File: src/sv/cwsr_pkg.sv
`default_nettype none

package cwsr_pkg;

    // field and register widths fixed by the interface
    localparam int ADDR_W    = 32;
    localparam int DATA_W    = 32;
    localparam int REG_IDX_W = 3;
    localparam int WS_SIZE_W = 5;
    localparam int SLOT_W    = 4;

    // configuration register indexes
    localparam logic [REG_IDX_W-1:0] REG_WS_SIZE      = 3'd0;
    localparam logic [REG_IDX_W-1:0] REG_HEAP_START   = 3'd1;
    localparam logic [REG_IDX_W-1:0] REG_HEAP_MAX     = 3'd2;
    localparam logic [REG_IDX_W-1:0] REG_STACK_BOTTOM = 3'd3;
    localparam logic [REG_IDX_W-1:0] REG_STACK_TOP    = 3'd4;

    // working set size after reset
    localparam logic [WS_SIZE_W-1:0] WS_SIZE_RST = 5'd16;

    // legal user address ranges
    typedef struct packed {
        logic [ADDR_W-1:0] heap_start;
        logic [ADDR_W-1:0] heap_max;
        logic [ADDR_W-1:0] stack_bottom;
        logic [ADDR_W-1:0] stack_top;
    } t_ranges;

    // one result word
    typedef struct packed {
        logic              hit;
        logic              evicted;
        logic [ADDR_W-1:0] evicted_page;
        logic              write_back;
        logic              installed;
        logic [SLOT_W-1:0] installed_slot;
        logic              illegal;
    } t_result;

    // sequencer states
    typedef enum logic [5:0] {
        S_IDLE     = 6'b000001,
        S_LOOK     = 6'b000010,
        S_LOOK_END = 6'b000100,
        S_SCAN     = 6'b001000,
        S_SWEEP    = 6'b010000,
        S_EVICT    = 6'b100000
    } t_state;

endpackage

`default_nettype wire

File: src/sv/cwsr_range_chk.sv
`default_nettype none

module cwsr_range_chk (
    input  wire logic [cwsr_pkg::ADDR_W-1:0] i_address,
    input  wire logic                        i_in_page_file,
    input  wire cwsr_pkg::t_ranges           i_ranges,
    output logic                             o_legal
);

    logic w_in_heap;
    logic w_in_stack;

    // address inside heap or stack window
    assign w_in_heap  = (i_address >= i_ranges.heap_start) && (i_address <= i_ranges.heap_max);
    assign w_in_stack = (i_address >= i_ranges.stack_bottom) &&
                        (i_address <= i_ranges.stack_top);

    assign o_legal = i_in_page_file || w_in_heap || w_in_stack;

endmodule

`default_nettype wire

File: src/sv/clock_working_set_replacer_core.sv
// Clock working-set page replacer.
// Command channel: an item (action, address, is_write, in_page_file) is taken at
// a rising edge with start high and busy low; busy stays high while it is worked.
// Result channel: o_strobe is high for exactly one cycle with the result word on
// the o_ ports; the receiver cannot stall, so the word is lost if not sampled.
// Config port: i_cfg_wr_en, i_cfg_addr, i_cfg_wdata write a register at once;
// write only while busy is low and no result is pending.
// Sequence, with S the effective working set size:
//   access event: the first S slots are read one slot per cycle from the page
//   memory, whose read data is registered, and compared with the page
//   fault with a free slot: the first empty slot is found and the page installed
//   fault with a full set: the scan finds no free slot, the hand sweeps to an
//   unused entry, and that entry is evicted and its slot refilled.
// One item is in flight at a time; busy falls in the strobe cycle, so the next
// start may be taken there. The page memory has one write port and one registered
// read port, one write and one read per cycle, and sets the per-slot pace.
// Reset clears all valid, used and modified marks and the hand, and loads
// ws_size 16 and zero address ranges; no clearing pass is needed.
`default_nettype none

module clock_working_set_replacer_core #(
    parameter int WS_DEPTH  = 16,
    parameter int PAGE_BITS = 12
) (
    input  wire logic                             i_clk,
    input  wire logic                             i_rst_n,
    input  wire logic                             start,
    output logic                                  busy,
    input  wire logic                             i_action,
    input  wire logic [cwsr_pkg::ADDR_W-1:0]      i_address,
    input  wire logic                             i_is_write,
    input  wire logic                             i_in_page_file,
    input  wire logic                             i_cfg_wr_en,
    input  wire logic [cwsr_pkg::REG_IDX_W-1:0]   i_cfg_addr,
    input  wire logic [cwsr_pkg::DATA_W-1:0]      i_cfg_wdata,
    output logic                                  o_strobe,
    output logic                                  o_hit,
    output logic                                  o_evicted,
    output logic [cwsr_pkg::ADDR_W-1:0]           o_evicted_page,
    output logic                                  o_write_back,
    output logic                                  o_installed,
    output logic [cwsr_pkg::SLOT_W-1:0]           o_installed_slot,
    output logic                                  o_illegal
);

    localparam int IW     = $clog2(WS_DEPTH);
    localparam int SW     = $clog2(WS_DEPTH + 1);
    localparam int VW     = SW + 1;
    localparam int PW     = cwsr_pkg::ADDR_W - PAGE_BITS;
    localparam int SLOT_W = cwsr_pkg::SLOT_W;

    // configuration registers
    logic [cwsr_pkg::WS_SIZE_W-1:0] r_ws_size;
    cwsr_pkg::t_ranges              r_ranges;

    // control state
    cwsr_pkg::t_state     r_state, n_state;
    logic [WS_DEPTH-1:0]  r_valid, n_valid;
    logic [WS_DEPTH-1:0]  r_used, n_used;
    logic [WS_DEPTH-1:0]  r_mod, n_mod;
    logic [IW-1:0]        r_hand, n_hand;
    logic                 r_strobe, n_strobe;
    logic                 r_pv, n_pv;

    // per-item working registers
    logic [SW-1:0]        r_size, n_size;
    logic [IW-1:0]        r_last, n_last;
    logic [IW-1:0]        r_idx, n_idx;
    logic [IW-1:0]        r_pidx, n_pidx;
    logic [IW-1:0]        r_h, n_h;
    logic [VW-1:0]        r_visit, n_visit;
    logic [PW-1:0]        r_page, n_page;
    logic                 r_write, n_write;
    logic                 r_legal, n_legal;
    cwsr_pkg::t_result    r_res, n_res;

    // page memory
    logic [PW-1:0]        m_page [WS_DEPTH];
    logic [PW-1:0]        r_rd_data;
    logic                 w_mem_we;
    logic [IW-1:0]        w_mem_wa;
    logic [IW-1:0]        w_mem_ra;

    logic [31:0]          w_ws32;
    logic [31:0]          w_eff32;
    logic [SW-1:0]        w_eff;
    logic [IW-1:0]        w_last;
    logic                 w_legal;
    logic                 w_install;
    logic [IW-1:0]        w_slot;

    // legality of the incoming address
    cwsr_range_chk u_range_chk (
        .i_address      (i_address),
        .i_in_page_file (i_in_page_file),
        .i_ranges       (r_ranges),
        .o_legal        (w_legal)
    );

    // effective size, clamped to 1..WS_DEPTH
    assign w_ws32  = 32'(r_ws_size);
    assign w_eff32 = (w_ws32 == 32'd0) ? 32'd1 :
                     (w_ws32 > 32'(WS_DEPTH)) ? 32'(WS_DEPTH) : w_ws32;
    assign w_eff   = SW'(w_eff32);
    assign w_last  = IW'(w_eff32 - 32'd1);

    // configuration writes
    always_ff @(posedge i_clk) begin
        if (!i_rst_n) begin
            r_ws_size <= cwsr_pkg::WS_SIZE_RST;
            r_ranges  <= '0;
        end else if (i_cfg_wr_en) begin
            case (i_cfg_addr)
                cwsr_pkg::REG_WS_SIZE:      r_ws_size <= i_cfg_wdata[cwsr_pkg::WS_SIZE_W-1:0];
                cwsr_pkg::REG_HEAP_START:   r_ranges.heap_start   <= i_cfg_wdata;
                cwsr_pkg::REG_HEAP_MAX:     r_ranges.heap_max     <= i_cfg_wdata;
                cwsr_pkg::REG_STACK_BOTTOM: r_ranges.stack_bottom <= i_cfg_wdata;
                cwsr_pkg::REG_STACK_TOP:    r_ranges.stack_top    <= i_cfg_wdata;
                default: begin
                end
            endcase
        end
    end

    // sequencer
    always_comb begin
        n_state   = r_state;
        n_valid   = r_valid;
        n_used    = r_used;
        n_mod     = r_mod;
        n_hand    = r_hand;
        n_strobe  = 1'b0;
        n_pv      = r_pv;
        n_size    = r_size;
        n_last    = r_last;
        n_idx     = r_idx;
        n_pidx    = r_pidx;
        n_h       = r_h;
        n_visit   = r_visit;
        n_page    = r_page;
        n_write   = r_write;
        n_legal   = r_legal;
        n_res     = r_res;
        w_mem_we  = 1'b0;
        w_mem_wa  = r_idx;
        w_mem_ra  = r_idx;
        w_install = 1'b0;
        w_slot    = r_idx;

        case (r_state)
            cwsr_pkg::S_IDLE: begin
                if (start) begin
                    n_size  = w_eff;
                    n_last  = w_last;
                    n_page  = i_address[cwsr_pkg::ADDR_W-1:PAGE_BITS];
                    n_write = i_is_write;
                    n_legal = w_legal;
                    n_res   = '0;
                    n_idx   = '0;
                    n_pv    = 1'b0;
                    n_visit = '0;
                    n_state = i_action ? cwsr_pkg::S_SCAN : cwsr_pkg::S_LOOK;
                end
            end

            // lookup: issue one slot per cycle, compare the slot read last cycle
            cwsr_pkg::S_LOOK, cwsr_pkg::S_LOOK_END: begin
                if (r_pv && r_valid[r_pidx] && (r_rd_data == r_page)) begin
                    n_res.hit      = 1'b1;
                    n_used[r_pidx] = 1'b1;
                    if (r_write) begin
                        n_mod[r_pidx] = 1'b1;
                    end
                end
                if (r_state == cwsr_pkg::S_LOOK) begin
                    n_pv   = 1'b1;
                    n_pidx = r_idx;
                    if (r_idx == r_last) begin
                        n_state = cwsr_pkg::S_LOOK_END;
                    end else begin
                        n_idx = r_idx + 1'b1;
                    end
                end else begin
                    n_strobe = 1'b1;
                    n_state  = cwsr_pkg::S_IDLE;
                end
            end

            // search for the first empty slot and install there; if none, start the hand sweep
            cwsr_pkg::S_SCAN: begin
                if (!r_valid[r_idx]) begin
                    w_slot    = r_idx;
                    w_install = r_legal;
                    n_res.illegal = !r_legal;
                    n_strobe  = 1'b1;
                    n_state   = cwsr_pkg::S_IDLE;
                end else if (r_idx == r_last) begin
                    n_h     = (r_hand > r_last) ? '0 : r_hand;
                    n_state = cwsr_pkg::S_SWEEP;
                end else begin
                    n_idx = r_idx + 1'b1;
                end
            end

            // hand sweep: clear used marks until an unused entry is found or the visits reach twice the size
            cwsr_pkg::S_SWEEP: begin
                w_mem_ra = r_h;
                if (!r_used[r_h]) begin
                    n_state = cwsr_pkg::S_EVICT;
                end else begin
                    n_used[r_h] = 1'b0;
                    n_h         = (r_h == r_last) ? '0 : r_h + 1'b1;
                    n_visit     = r_visit + 1'b1;
                    if (n_visit == {r_size, 1'b0}) begin
                        n_hand   = n_h;
                        n_strobe = 1'b1;
                        n_state  = cwsr_pkg::S_IDLE;
                    end
                end
            end

            // evict the entry under the hand, its slot is then the only free one
            cwsr_pkg::S_EVICT: begin
                n_res.evicted      = 1'b1;
                n_res.evicted_page = {r_rd_data, {PAGE_BITS{1'b0}}};
                n_res.write_back   = r_mod[r_h];
                n_valid[r_h]       = 1'b0;
                n_mod[r_h]         = 1'b0;
                n_hand             = r_h;
                w_slot             = r_h;
                w_install          = r_legal;
                n_res.illegal      = !r_legal;
                n_strobe           = 1'b1;
                n_state            = cwsr_pkg::S_IDLE;
            end

            default: begin
                n_state = cwsr_pkg::S_IDLE;
            end
        endcase

        // install the faulting page
        if (w_install) begin
            w_mem_we             = 1'b1;
            w_mem_wa             = w_slot;
            n_valid[w_slot]      = 1'b1;
            n_used[w_slot]       = 1'b0;
            n_mod[w_slot]        = 1'b0;
            n_res.installed      = 1'b1;
            n_res.installed_slot = SLOT_W'(w_slot);
            n_hand               = (w_slot == r_last) ? '0 : w_slot + 1'b1;
        end
    end

    // control registers
    always_ff @(posedge i_clk) begin
        if (!i_rst_n) begin
            r_state  <= cwsr_pkg::S_IDLE;
            r_valid  <= '0;
            r_used   <= '0;
            r_mod    <= '0;
            r_hand   <= '0;
            r_strobe <= 1'b0;
            r_pv     <= 1'b0;
        end else begin
            r_state  <= n_state;
            r_valid  <= n_valid;
            r_used   <= n_used;
            r_mod    <= n_mod;
            r_hand   <= n_hand;
            r_strobe <= n_strobe;
            r_pv     <= n_pv;
        end
    end

    // working registers
    always_ff @(posedge i_clk) begin
        r_size  <= n_size;
        r_last  <= n_last;
        r_idx   <= n_idx;
        r_pidx  <= n_pidx;
        r_h     <= n_h;
        r_visit <= n_visit;
        r_page  <= n_page;
        r_write <= n_write;
        r_legal <= n_legal;
        r_res   <= n_res;
    end

    // page memory, one write and one registered read per cycle
    always_ff @(posedge i_clk) begin
        if (w_mem_we) begin
            m_page[w_mem_wa] <= r_page;
        end
        r_rd_data <= m_page[w_mem_ra];
    end

    // result word
    assign busy             = (r_state != cwsr_pkg::S_IDLE);
    assign o_strobe         = r_strobe;
    assign o_hit            = r_res.hit;
    assign o_evicted        = r_res.evicted;
    assign o_evicted_page   = r_res.evicted_page;
    assign o_write_back     = r_res.write_back;
    assign o_installed      = r_res.installed;
    assign o_installed_slot = r_res.installed_slot;
    assign o_illegal        = r_res.illegal;

endmodule

`default_nettype wire
File: config.mk
export PLATFORM = sky130hd
export DESIGN_NAME = clock_working_set_replacer_core
export DESIGN_NICKNAME = d
export VERILOG_FILES = /design/src/sv/cwsr_pkg.sv /design/src/sv/cwsr_range_chk.sv /design/src/sv/clock_working_set_replacer_core.sv
export SDC_FILE = /design/constraint.sdc
export NUM_CORES = 1
export LEC_CHECK = 0
export ABC_CLOCK_PERIOD_IN_PS = 5750
export CAP_MARGIN = 10
export CORE_MARGIN = 10
export CORE_UTILIZATION = 64
export CTS_CLUSTER_DIAMETER = 80
export CTS_CLUSTER_SIZE = 12
export DETAILED_ROUTE_END_ITERATION = 8
export DONT_BUFFER_PORTS = 1
export PLACE_DENSITY_LB_ADDON = 0.3
export SYNTH_ARGS = -nofsm -noshare
export SYNTH_HDL_FRONTEND = slang
export SYNTH_SLANG_ARGS = --single-unit
File: constraint.sdc
create_clock -name i_clk -period 5.75 [get_ports i_clk]
set_input_delay 0.575 -clock i_clk [delete_from_list [all_inputs] [get_ports i_clk]]
set_output_delay 0.575 -clock i_clk [all_outputs]
set_load 0.1 [all_outputs]
==> impl_metrics.env <==
export IMPL_maxCapViolations=0
export IMPL_min_period_over_period_pct=70.56
export IMPL_path_clk_slew_ns=0.07
export IMPL_root_buffer="clkbuf_16"
export IMPL_die_area_um2=52420
export IMPL_fin_cells=2888
export IMPL_vias=18040
export IMPL_setup_worst_path_end_class="flop"
export IMPL_clock_latency_ns=0.65
export IMPL_dp_cells=2787
export IMPL_num_antenna_cells=0
export IMPL_cts_tree="yes"
export IMPL_rsz0062_at_grt="false"
export IMPL_gr_total_overflow=0
export IMPL_clockBufferDepth=3
export IMPL_clock_sinks=611
export IMPL_grt_max_degree=180
export IMPL_min_path_cells=0
export IMPL_finalPower_mw=11.58
export IMPL_drive_above_1_share_pct=11.03
export IMPL_worstSetupStartpointType="flop"
export IMPL_max_freq_mhz=246.5
export IMPL_cp_max_fo=20
export IMPL_ir_drop_uv=272.5
export IMPL_whs_endpoint="r_page[0]$_DFFE_PP_"
export IMPL_start_util_pct=64.87
export IMPL_worstHoldPathType="primary input to flop"
export IMPL_drt_pass1_iter_count=8
export IMPL_drc=0
export IMPL_fp_dieH_um=229.0
export IMPL_postCtsSetupBuffers=0
export IMPL_ys_async_sr_fraction_pct=0
export IMPL_setup_viol=0
export IMPL_viasPerCell=6.248
export IMPL_io_buffers=0
export IMPL_final_setup_tns_ns=0
export IMPL_r2r_start="r_idx[0]$_SDFFCE_PN0P_"
export IMPL_r2r_slack_ns=1.69
export IMPL_die_w_um=229.0
export IMPL_antenna_found_initial=0
export IMPL_drt_initial_drc_count=1808
export IMPL_maxSlewHeadroom_pct=17.54
export IMPL_ant_nets=0
export IMPL_final_core_util_pct=70.08
export IMPL_synth_edf_count=397
export IMPL_area_delta_synth_final_pct=8.029
export IMPL_finalMaxSlewViolations=0
export IMPL_critical_path_class="flop to flop"
export IMPL_hold_viol=0
export IMPL_wire_per_inst_um=23.21
export IMPL_ys_seq_area_share_pct=57.99
export IMPL_tightest_slew_ns=1.236
export IMPL_grt_pass1_vias=18200
export IMPL_r2r_end="m_page[14][1]$_DFFE_PP_"
export IMPL_fin_crit_ns=4.057
export IMPL_htree_num_levels=2
export IMPL_grt_pass1_wl_um=104500
export IMPL_routed_wl_um=67030
export IMPL_io_pins=117
export IMPL_syn_inst=2264
export IMPL_dp_hpwl_um=44170
export IMPL_crit_path_start="r_idx[0]$_SDFFCE_PN0P_"
export IMPL_cts_buffers_inserted=56
export IMPL_run_status="finished clean"
export IMPL_arrival_ns=4.30
export IMPL_mostFrequentLayoutCell="edfxtp_1"
export IMPL_powerDensity_nw_per_um2=383.7
export IMPL_synth_flop_cell="edfxtp_1"
export IMPL_layout_common_cells="397 x edfxtp_1, 367 x nand2_1, 214 x dfxtp_1"
export IMPL_synth_area_per_cell_um2=12.34
export IMPL_post_place_ws_ns=1.792
export IMPL_worstRegToRegCells=7
export IMPL_cts_resized=0
export IMPL_fin_ws_ns=1.693
export IMPL_rows=76
export IMPL_core_area_um2=43080
export IMPL_synthDistinctLibCells=74
export IMPL_ys_warn_count=0
export IMPL_track_usage_pct=25.37
export IMPL_fin_skew_ns=0.03361
export IMPL_worstHoldStart="i_address[12]"
export IMPL_worstPathRequired_ns=5.99
export IMPL_p_leak_nw=10.27
export IMPL_ys_ff_latch=611
export IMPL_syn_area_um2=27940
export IMPL_gp_congestion=0.9308
export IMPL_cts_hold_buf=0
export IMPL_nNetsFinal=2477
## cell usage after synthesis, types with 8 or more instances
cell type | instances | share of area, %
nor4_1 | 8 | 0.18
a21o_1 | 22 | 0.59
a31oi_1 | 30 | 0.67
nand2b_1 | 10 | 0.22
buf_4 | 14 | 0.38
nand4_1 | 25 | 0.56
and2_1 | 42 | 0.94
and3_1 | 30 | 0.67
nand2_1 | 367 | 4.9
nor3_1 | 20 | 0.36
nor2b_1 | 25 | 0.56
a211oi_1 | 30 | 0.81
edfxtp_1 | 397 | 43
o21ai_0 | 87 | 1.6
nand3_1 | 24 | 0.43
buf_2 | 16 | 0.29
xor2_1 | 25 | 0.78
xnor2_1 | 22 | 0.69
mux4_2 | 98 | 7.9
a21boi_0 | 142 | 3.8
dfxtp_1 | 214 | 15
inv_1 | 153 | 2.1
mux2i_1 | 9 | 0.32
clkbuf_1 | 80 | 1.1
nor2_1 | 72 | 0.97
a21oi_1 | 53 | 0.95
ha_1 | 143 | 6.4
## registers in the layout (all words and copies together) (netlist names), 4 cells and up
register          count
m_page              320
o_evicted_page       20
o_installed_slot      4
r_h                   4
r_hand                4
r_idx                 4
r_last                4
r_mod                16
r_page               20
r_pidx                4
r_ranges            128
r_rd_data            20
r_size                5
r_state               6
r_used               16
r_valid              16
r_visit               6
r_ws_size             5
## critical path, stage by stage, from the launching register on
cell      delay (ns)
edfxtp_1        0.80
mux4_2          0.58
mux4_2          0.54
nor2_2          0.25
o21ai_1         0.12
nor2_1          0.25
nand2_1         0.18
nor2_2          0.95
## report_power, final
group / internal [mW] / switching, mW / leakage, nW
clock network: 1.84 / 1.60 / 0.769
registers: 5.07 / 0.594 / 5.35
logic: 1.00 / 1.48 / 4.15
total: 7.91 / 3.67 / 10.3
## worst max path at each step
stage                                    end
global route           r_rd_data[13]$_DFF_P_
finish               m_page[14][1]$_DFFE_PP_
CTS                  m_page[14][1]$_DFFE_PP_
detailed placement  m_page[15][13]$_DFFE_PP_
global placement     m_page[6][14]$_DFFE_PP_
floorplan             m_page[9][0]$_DFFE_PP_
## layer usage
layer	GRT usage, %	wire length [um]	share of wire, %	vias up
met2	41.79	32500	48	839
met1	32.42	25950	39	8891
met4	10.30	2380	3.6	0
met5	0	0	0	-
met3	5.175	6203	9.3	163
li1	-	-	-	8150
## area by class of cell
type	instances	area (um2)
clock inverters	3	76.32
well taps	585	732.0
repair buffers	49	412.9
flip-flops and latches	611	16210
clock buffers	98	1559
inverters	153	574.3
fillers	2941	12890
multi-input cells	1389	10630
## metrics by stage
stage | hold WS [ns] | instance area, um2
floorplan | 0.4244 | 27980
global placement | 0.4490 | 28520
detailed placement | 0.4563 | 28550
CTS | 0.01433 | 30190
global route | 0.01603 | 30190
finish | 0.04132 | 30190
## cell families (layout without fill, tap and decap cells)
logic type | count (synthesis) | count (layout) | share of synthesized area (%)
multiplexers | 113 | 113 | 8.691
buffers and inverters | 275 | 303 | 4.406
AND/OR/NAND/NOR | 655 | 655 | 10.80
flip-flops | 611 | 611 | 57.99
other | 1 | 12 | 0.01342
AO/OA/AOI/OAI | 416 | 416 | 9.976
XOR/XNOR | 50 | 50 | 1.715
adder cells (fa/ha/maj) | 143 | 143 | 6.403
No activity file was read; power rests on OpenSTA's default activity.
